File: config.mk
export PLATFORM = sky130hd
export DESIGN_NAME = window_support_rotator
export DESIGN_NICKNAME = d
export VERILOG_FILES = /design/src/rtl/core/wsr_pkg.sv /design/src/rtl/core/window_support_rotator.sv
export VERILOG_INCLUDE_DIRS = /design/src /design/src/rtl/core
export SDC_FILE = /design/constraint.sdc
export NUM_CORES = 1
export LEC_CHECK = 0
export BUFFER_PORTS_ARGS = -buffer_cell sky130_fd_sc_hd__buf_2
export CORE_MARGIN = 4
export CORE_UTILIZATION = 65
export DETAILED_ROUTE_END_ITERATION = 10
export PLACE_DENSITY_LB_ADDON = 0.08
export REMOVE_ABC_BUFFERS = 1
export SLEW_MARGIN = 5
export SYNTH_ARGS = -nofsm -noshare
export SYNTH_HDL_FRONTEND = slang
export SYNTH_SLANG_ARGS = --single-unit
File: constraint.sdc
create_clock -name clk -period 10.3 [get_ports clk]
set_clock_uncertainty 0.05 [all_clocks]
set_input_delay 1.03 -clock clk [delete_from_list [all_inputs] [get_ports clk]]
set_output_delay 1.03 -clock clk [all_outputs]
set_load 0.01 [all_outputs]
File: src/rtl/core/window_support_rotator_defines.svh
// Assertion helpers shared by the rotator RTL.
// Every macro samples on clk and is muted while rst is high.
`ifndef WINDOW_SUPPORT_ROTATOR_DEFINES_SVH
`define WINDOW_SUPPORT_ROTATOR_DEFINES_SVH

// Same-cycle implication.
`define WSR_ASSERT_IMPL(lbl, ante, cons) \
  lbl: assert property (@(posedge clk) disable iff (rst) (ante) |-> (cons)) \
    else $error("window_support_rotator: assertion failed");

// Next-cycle implication.
`define WSR_ASSERT_NEXT(lbl, ante, cons) \
  lbl: assert property (@(posedge clk) disable iff (rst) (ante) |=> (cons)) \
    else $error("window_support_rotator: assertion failed");

`endif

File: src/rtl/core/wsr_pkg.sv
`timescale 1ns / 1ps

package wsr_pkg;

  localparam int WORD_BITS = 32;

  typedef logic [WORD_BITS-1:0] word_t;

  typedef logic [1:0] status_t;
  localparam status_t STAT_OK   = 2'd0;
  localparam status_t STAT_GEOM = 2'd1;
  localparam status_t STAT_GAP  = 2'd2;

  typedef enum logic [2:0] {
    REG_WORD_WIDTH    = 3'd0,
    REG_WINDOW_LENGTH = 3'd1,
    REG_SHIFT_AMOUNT  = 3'd2,
    REG_GAP_POSITION  = 3'd3,
    REG_REVERSE_MODE  = 3'd4
  } reg_index_t;

  // Window geometry, derived once from the configuration registers
  typedef struct packed {
    logic       geo_bad;
    logic       gap_bad;
    logic [4:0] lo;
    logic [5:0] rot_main;
    logic [5:0] back_main;
    logic [5:0] rot_blk;
    logic [5:0] back_blk;
    word_t      span_mask;
    word_t      clen_mask;
    word_t      win_mask;
    word_t      pack_mask;
    word_t      gap_mask;
  } geom_t;

  // One word in flight
  typedef struct packed {
    word_t   sup;
    logic    blk;
    status_t status;
    word_t   field;
  } stage_t;

endpackage

File: src/rtl/core/window_support_rotator.sv
`timescale 1ns / 1ps
// An accepted word moves from stage 1 through stages 2 and 3 to the output register.
// Throughput: one word per cycle; each of the four stages holds one word and
// the stages move independently, so a stall on the result side fills bubbles first.
// Reset (rst, synchronous): clears every stage valid bit and loads the
// configuration defaults (width 28, window 12, shift 12, gap 15, forward mode).

`include "window_support_rotator_defines.svh"

module window_support_rotator (
  input  logic                   clk,
  input  logic                   rst,
  // configuration write port
  input  logic                   cfg_we,
  input  logic [2:0]             cfg_index,
  input  logic [5:0]             cfg_data,
  // item channel
  input  logic                   item_valid,
  output logic                   item_stall,
  input  wsr_pkg::word_t         support,
  input  logic                   is_blocked,
  // result channel
  output logic                   result_valid,
  input  logic                   result_stall,
  output wsr_pkg::word_t         new_support,
  output logic                   blocked_out,
  output wsr_pkg::status_t       status
);

  // ---------------------------------------------------------------------------
  // Configuration registers
  // ---------------------------------------------------------------------------
  logic [5:0] word_width;
  logic [4:0] window_length;
  logic [4:0] shift_amount;
  logic [4:0] gap_position;
  logic       reverse_mode;

  always_ff @(posedge clk) begin
    if (rst) begin
      word_width    <= 6'd28;
      window_length <= 5'd12;
      shift_amount  <= 5'd12;
      gap_position  <= 5'd15;
      reverse_mode  <= 1'b0;
    end else if (cfg_we) begin
      unique case (cfg_index)
        wsr_pkg::REG_WORD_WIDTH:    word_width    <= cfg_data;
        wsr_pkg::REG_WINDOW_LENGTH: window_length <= cfg_data[4:0];
        wsr_pkg::REG_SHIFT_AMOUNT:  shift_amount  <= cfg_data[4:0];
        wsr_pkg::REG_GAP_POSITION:  gap_position  <= cfg_data[4:0];
        wsr_pkg::REG_REVERSE_MODE:  reverse_mode  <= cfg_data[0];
        default: ;
      endcase
    end
  end

  // ---------------------------------------------------------------------------
  // Geometry: masks, offsets and rotation distances. Registered once so that
  // the datapath stages see a clean, settled copy. The first stage to use it
  // sits one register behind the input, so a word accepted straight after a
  // configuration write already sees the new geometry.
  // ---------------------------------------------------------------------------
  wsr_pkg::geom_t geom;
  wsr_pkg::geom_t geom_next;

  logic [6:0] span7;
  logic [5:0] span6;
  logic [6:0] lo_full;
  logic [5:0] hi6;
  logic [5:0] gp6;
  logic [4:0] gap_rel;
  logic [4:0] gap_lo;

  always_comb begin
    span7   = 7'(window_length) + 7'(shift_amount) + 7'd2;
    span6   = span7[5:0];
    lo_full = 7'(word_width) - span7;

    geom_next.geo_bad = (window_length == 5'd0) || (shift_amount == 5'd0) ||
                        (shift_amount > window_length) ||
                        (span7 > 7'(word_width)) ||
                        (word_width > 6'(wsr_pkg::WORD_BITS));

    // Forward mode puts the window at the top of the word, reverse at the bottom
    geom_next.lo = reverse_mode ? 5'd0 : lo_full[4:0];
    hi6          = 6'(geom_next.lo) + span6;

    geom_next.span_mask = wsr_pkg::word_t'((33'd1 << span6) - 33'd1);
    geom_next.clen_mask = geom_next.span_mask >> 2;
    geom_next.win_mask  = geom_next.span_mask << geom_next.lo;

    // Left rotation by r is (x << r) | (x >> (len - r)); hold both distances
    geom_next.rot_main  = reverse_mode ? 6'(window_length) + 6'd2 : 6'(shift_amount);
    geom_next.back_main = reverse_mode ? 6'(shift_amount) : 6'(window_length) + 6'd2;
    geom_next.rot_blk   = reverse_mode ? 6'(window_length) : 6'(shift_amount);
    geom_next.back_blk  = reverse_mode ? 6'(shift_amount) : 6'(window_length);

    gp6 = 6'(gap_position);
    geom_next.gap_bad = (gap_position == 5'd0) ||
                        ((gp6 - 6'd1) < 6'(geom_next.lo)) ||
                        (gp6 >= hi6);

    gap_lo  = gap_position - 5'd1;
    gap_rel = gap_lo - geom_next.lo;
    geom_next.pack_mask = (wsr_pkg::word_t'(1) << gap_rel) - wsr_pkg::word_t'(1);
    geom_next.gap_mask  = wsr_pkg::word_t'(3) << gap_lo;
  end

  always_ff @(posedge clk) begin
    geom <= geom_next;
  end

  // ---------------------------------------------------------------------------
  // Handshake: each stage takes a new word when it is empty or its word moves on
  // ---------------------------------------------------------------------------
  logic v1, v2, v3;
  logic rdy1, rdy2, rdy3, rdy4;

  assign rdy4       = !result_valid || !result_stall;
  assign rdy3       = !v3 || rdy4;
  assign rdy2       = !v2 || rdy3;
  assign rdy1       = !v1 || rdy2;
  assign item_stall = !rdy1;

  always_ff @(posedge clk) begin
    if (rst) begin
      v1           <= 1'b0;
      v2           <= 1'b0;
      v3           <= 1'b0;
      result_valid <= 1'b0;
    end else begin
      if (rdy1) v1           <= item_valid;
      if (rdy2) v2           <= v1;
      if (rdy3) v3           <= v2;
      if (rdy4) result_valid <= v3;
    end
  end

  // ---------------------------------------------------------------------------
  // Stage 1: capture the word
  // ---------------------------------------------------------------------------
  wsr_pkg::word_t s1_sup;
  logic           s1_blk;

  always_ff @(posedge clk) begin
    if (rdy1 && item_valid) begin
      s1_sup <= support;
      s1_blk <= is_blocked;
    end
  end

  // ---------------------------------------------------------------------------
  // Stage 2: pull the window down to bit 0, drop the two gap bits in blocked
  // mode so the remaining bits close up, and settle the status
  // ---------------------------------------------------------------------------
  wsr_pkg::stage_t s2;
  wsr_pkg::stage_t s2_next;
  wsr_pkg::word_t  win_x;

  always_comb begin
    win_x          = (s1_sup >> geom.lo) & geom.span_mask;
    s2_next.sup    = s1_sup;
    s2_next.blk    = s1_blk;
    priority if (geom.geo_bad) begin
      s2_next.status = wsr_pkg::STAT_GEOM;
    end else if (s1_blk && geom.gap_bad) begin
      s2_next.status = wsr_pkg::STAT_GAP;
    end else begin
      s2_next.status = wsr_pkg::STAT_OK;
    end
    s2_next.field = s1_blk ? ((win_x & geom.pack_mask) | ((win_x >> 2) & ~geom.pack_mask))
                           : win_x;
  end

  always_ff @(posedge clk) begin
    if (rdy2 && v1) s2 <= s2_next;
  end

  // ---------------------------------------------------------------------------
  // Stage 3: rotate the packed field inside its own length
  // ---------------------------------------------------------------------------
  wsr_pkg::stage_t s3;
  wsr_pkg::stage_t s3_next;
  logic [5:0]      rot_dist;
  logic [5:0]      back_dist;
  wsr_pkg::word_t  len_mask;

  always_comb begin
    rot_dist      = s2.blk ? geom.rot_blk  : geom.rot_main;
    back_dist     = s2.blk ? geom.back_blk : geom.back_main;
    len_mask      = s2.blk ? geom.clen_mask : geom.span_mask;
    s3_next       = s2;
    s3_next.field = ((s2.field << rot_dist) | (s2.field >> back_dist)) & len_mask;
  end

  always_ff @(posedge clk) begin
    if (rdy3 && v2) s3 <= s3_next;
  end

  // ---------------------------------------------------------------------------
  // Stage 4 (output register): open the gap again, lift the window back into
  // place, keep the bits outside it, and pass the word through on any error
  // ---------------------------------------------------------------------------
  wsr_pkg::word_t expanded;
  wsr_pkg::word_t merged;
  wsr_pkg::word_t res_next;

  always_comb begin
    expanded = s3.blk ? ((s3.field & geom.pack_mask) | ((s3.field & ~geom.pack_mask) << 2))
                      : s3.field;
    merged   = (s3.sup & ~geom.win_mask) | ((expanded << geom.lo) & geom.win_mask) |
               (s3.blk ? (s3.sup & geom.gap_mask) : '0);
    res_next = (s3.status == wsr_pkg::STAT_OK) ? merged : s3.sup;
  end

  always_ff @(posedge clk) begin
    if (rdy4 && v3) begin
      new_support <= res_next;
      blocked_out <= s3.blk;
      status      <= s3.status;
    end
  end

  // ---------------------------------------------------------------------------
  // Checks
  // ---------------------------------------------------------------------------
  // A permutation neither makes nor loses set bits
  `WSR_ASSERT_NEXT(a_ones_kept, rdy4 && v3, $countones(new_support) == $past($countones(s3.sup)))
  // Gap bits stay where they are in blocked mode
  `WSR_ASSERT_NEXT(a_gap_fixed, rdy4 && v3 && s3.blk, (new_support & geom.gap_mask) == $past(s3.sup & geom.gap_mask))
  // A gap error only comes from a blocked word
  `WSR_ASSERT_IMPL(a_gap_blk, result_valid && (status == wsr_pkg::STAT_GAP), blocked_out)

endmodule

After elaboration in Yosys (flattened, before gate mapping)

Index checks and enable logic that the tools add are counted.

Bits of input ports: 47
Logic and storage cells: 123
Register bits after elaboration: 415

$add $sub $neg: 10
Shift operators: 8
Magnitude comparators: 5
Equality and inequality tests: 4
Bitwise operators: 16
Muxes and demuxes: 13
Reductions and logical operators: 31

Operators by type and width:

| kind                                                                  | number |
|---|---|
| 32-bit bitwise AND                                                    | 7 |
| 32-bit 2-to-1 mux                                                     | 5 |
| 32-bit OR                                                             | 5 |
| 32-bit inverter                                                       | 2 |
| 32-bit by 5-bit left shift with 32-bit output                         | 2 |
| 32-bit by 1-bit subtractor with 32-bit output (second input constant) | 2 |
| 30-bit by 32-bit bitwise AND with 32-bit output                       | 1 |
| 1-bit by 5-bit left shift with 32-bit output (first input constant)   | 1 |
| 1-bit by 6-bit left shift with 32-bit output (first input constant)   | 1 |
| 2-bit by 5-bit left shift with 32-bit output (first input constant)   | 1 |
| 32-bit by 6-bit left shift with 32-bit output                         | 1 |
| 32-bit by 5-bit right shift with 32-bit output                        | 1 |
| 32-bit by 6-bit right shift with 32-bit output                        | 1 |
| 30-bit bitwise AND                                                    | 1 |
| 5-bit 2-to-1 mux                                                      | 5 |
| 5-bit logical NOT                                                     | 3 |
| 6-bit 2-to-1 mux                                                      | 2 |
| 1-bit logical OR                                                      | 10 |
| 2-bit AND reduction                                                   | 5 |
| 5-bit subtractor                                                      | 2 |
| 6-bit by 2-bit adder with 7-bit output (second input constant)        | 1 |
| 7-bit by 6-bit greater-than comparator with 1-bit output              | 1 |
| 5-bit by 2-bit adder with 6-bit output (second input constant)        | 1 |
| 5-bit by 5-bit adder with 6-bit output                                | 1 |
| other kinds (15)                                                      | 25 |

Logic depth before layout (Yosys ltp)

Depth after elaboration: 9
Depth in mapped cells: 30
Gate-level depth less buffers: 26

Worst setup path before layout

OpenSTA, ideal clock, no wires.

Path kind: in2reg
Start point: input result_stall
End point: register s2[0] (netlist bit) (enable)
Arrival time: 6138 ps
Buffers on the path: 0
Required time: 9655 ps
Stages: 2
Slack: 3518 ps
Cells stage by stage: and3_1 -> a21boi_0

Longest elaborated chain between the ends: 5

Ends and longest elaborated chain:

| element              | line                          | text |
|---|---|---|
| from (decl)          | window_support_rotator.sv:24  | `input logic result_stall,` |
| 1-bit logical NOT    | window_support_rotator.sv:120 | `assign rdy4 = !result_valid \|\| !result_stall;` |
| 1-bit logical OR     | window_support_rotator.sv:120 |  |
| 1-bit logical OR     | window_support_rotator.sv:121 | `assign rdy3 = !v3 \|\| rdy4;` |
| 1-bit logical OR     | window_support_rotator.sv:122 | `assign rdy2 = !v2 \|\| rdy3;` |
| 1-bit logical AND    | window_support_rotator.sv:177 | `if (rdy2 && v1) s2 <= s2_next;` |
| to (signal assigned) | window_support_rotator.sv:177 |  |
| to (decl)            | window_support_rotator.sv:157 | `wsr_pkg::stage_t s2;` |

Every way passes these cells.
A chain may end at the register's enable or synchronous reset.

==> metrics.csv <==
stage,metric,value,unit
status,outcome,completed,
drt,num_vias,22052,
drt,route.detailed.drc,0,
global_route,antenna_found_initial,4,
critical_path,crit_type,register to register,
yosys,synth_common_cells,"nand2_1, mux2i_1, edfxtp_1, nor2_1, dfxtp_1",
global_route,grt_pass1_wl,125000,um
yosys,synthTopCellsByArea,"edfxtp_1, dfxtp_1, mux2i_1",
cells_and_area,final_layout_size_suffix_gt1_share,11.4,%
clock_network,cts-root-buf,clkbuf_16,
drt,dr.pass1.iters,9,
drt,drt-total-wl,85400,um
flow_run,drv_cap,0,
clock_network,clock_sinks,383,
global_route,grt_start_max_net_pins,88,
clock_network,cts_setup_buffers,0,
floorplanning,core_area,35800,um2
clock_network,clockBufferDepth,3,
sta,period_needed,7660,ps
sta,worstMarginPinSlew,1150,ps
placed_design,dpl.hpwl,62500,um
power,leakage,10.3,nW
placed_design,gp_routability_congestion,1.08,
drt,route.detailed.wl_per_inst,27.8,um
placed_design,io_buffers,83,
yosys,synth_edf_count,202,
clock_network,clock_latency,580,ps
power,ir_worst_vdd,0.000178,V
yosys,synthArstFlopShare,0,%
placed_design,placed_cell_area,24400,um2
drt,drt_iter0_markers,3801,
sta,setup_viol,0,
placed_design,dp_slack,2980,ps
floorplanning,rows,69,
yosys,synth_top_cell_area_share,25.5,%
critical_path,cp-start-kind,register,
sta,finalSetupTns,0,ps
clock_network,cts_resized,0,
clock_network,htree_levels,2,
cells_and_area,syn2layout_area_growth,7.91,%
yosys,synthesis.area,23800,um2
critical_path,critPathRequiredTime,10750,ps
floorplanning,die_w,199,um
global_route,first_global_vias,20756,
clock_network,tritoncts,yes,
sta,hold_viol_final,0,
clock_network,clkTransAtPathRegs,60,ps
min_path,hp-class,register to register,
yosys,yosysMostFrequentCell,nand2_1,
critical_path,endpoint_kind,register,
critical_path,worst-path-max-fanout,30,
clock_network,cts_hold_buf,0,
sta,final.period_utilization,74.3,%
yosys,ys.flop_type,edfxtp_1,
drt,via_per_inst,7.19,
global_route,grt.total_usage,41.6,%
sta,slew_headroom,23.3,%
floorplanning,io_pins,84,
sta,fin_ws,2640,ps
clock_network,cts_buffers,39,
yosys,ys_warn_count,0,
global_route,grt_overflow,0,
sta,fmax,0.131,GHz
floorplanning,dieArea,39700,um2
yosys,synthesis.instances,2585,
floorplanning,start_util,66.4,%
yosys,yosysSeqAreaShare,40.7,%
sta,rsz0062_at_grt,false,
drt,drtAntennaViolNets,0,
yosys,synthDistinctLibCells,99,
cells_and_area,nNetsFinal,2665,
critical_path,cp.arrival,8110,ps
yosys,syn_avg_cell_area,9.20,um2
yosys,synth-seq-cells,383,
yosys,synth_top_cell_by_area,edfxtp_1,
sta,drv_slew,0,
cells_and_area,finalInstanceArea,25700,um2
floorplanning,die_h,199,um
power,p_per_area,216,nW/um2
## cells in the final DEF (no fill, tap or decap), types with 10 or more instances in the layout
cell / count
nand2b_1: 44
inv_1: 98
mux2i_1: 305
nor3_1: 50
o21ai_0: 119
clkinv_1: 10
and2_1: 18
o32ai_1: 16
a211o_1: 10
nor2_1: 183
xnor2_1: 14
o211ai_1: 23
a31oi_1: 26
a211oi_1: 49
nor2b_1: 32
a32oi_1: 35
o21a_1: 13
clkbuf_16: 39
mux4_2: 23
a32o_1: 18
o22ai_1: 43
mux2_2: 26
and3_1: 17
dfxtp_1: 176
buf_4: 39
ha_1: 42
nor4_1: 15
o31ai_1: 10
buf_2: 83
edfxtp_1: 202
a21oi_1: 149
nand2_1: 322
nand3_1: 114
a221oi_1: 17
## cells by family after synthesis
group | share of synthesized area (%)
AND/OR/NAND/NOR | 16.5
multiplexers | 16.4
flip-flops | 40.7
XOR/XNOR | 0.905
buffers and inverters | 4.84
adder cells (fa/ha/maj) | 2.46
other | 0.0158
AO/OA/AOI/OAI | 18.1
## worst paths after layout
check / cells after the start / to / slack, ps / start
setup / recovery: 25 / geom[42] / 2640 / window_length[1]
hold / removal: 0 / s3[60] / 370 / s2[60]
setup reg to reg: 25 / geom[42] / 2640 / window_length[1]
hold reg to reg: 0 / s3[60] / 370 / s2[60]
## where the power goes
group | switching [W] | internal, W
registers | 0.000230 | 0.00185
clock network | 0.000625 | 0.000762
logic | 0.00138 | 0.000689
## critical path, stage by stage, from the launching register on
cell	delay, ps
dfxtp_1	470
inv_1	120
ha_1	410
inv_1	90
ha_1	180
inv_1	80
fa_1	540
buf_4	310
clkinv_1	310
ha_1	430
nor2b_1	150
or3_1	310
buf_4	250
ha_1	410
xor2_1	910
and2_1	460
nand2_1	140
or3_1	340
ha_1	450
inv_1	270
nand2_1	170
nor2_1	230
a21oi_1	90
nor2_1	150
a21oi_1	50
o21ai_0	160
## metrics by stage
stage | instances | hold slack, ps | power (W) | utilization (%)
5_1_grt | 3066 | 372 | 0.00571 | 71.6
3_5_place_dp | 2994 | 355 | 0.00403 | 68.2
2_1_floorplan | 2411 | 350 | 0.00329 | -
4_1_cts | 3066 | 367 | 0.00541 | 71.6
3_3_place_gp | 2994 | 352 | 0.00399 | 68.2
6_report | 3067 | 366 | 0.00554 | 71.6
## state kept, by name, summed over array words and instances, names as in the netlist, 2 cells and up
name,cells
s1_sup,32
geom,155
window_length,5
s3,67
new_support,32
s2,67
shift_amount,5
word_width,6
status,2
gap_position,5
## cell type report
class | count | area [um2]
Antenna cell | 1 | 2.50
Clock buffer | 50 | 1060
Clock inverter | 22 | 183
Fill cell | 2590 | 10200
Inverter | 112 | 420
Multi-Input combinational cell | 1916 | 13000
Sequential cell | 383 | 9700
Tap cell | 461 | 577
Timing Repair Buffer | 122 | 708
## routing by layer
metal,share of wire [%],vias to the layer above,GRT usage [%]
li1,-,9571,-
met1,36,10312,53.5
met2,43,1727,62.9
met3,13,436,12.6
met4,7.3,6,22.9
met5,0.11,-,1.60
No activity file was read; power rests on OpenSTA's default activity.
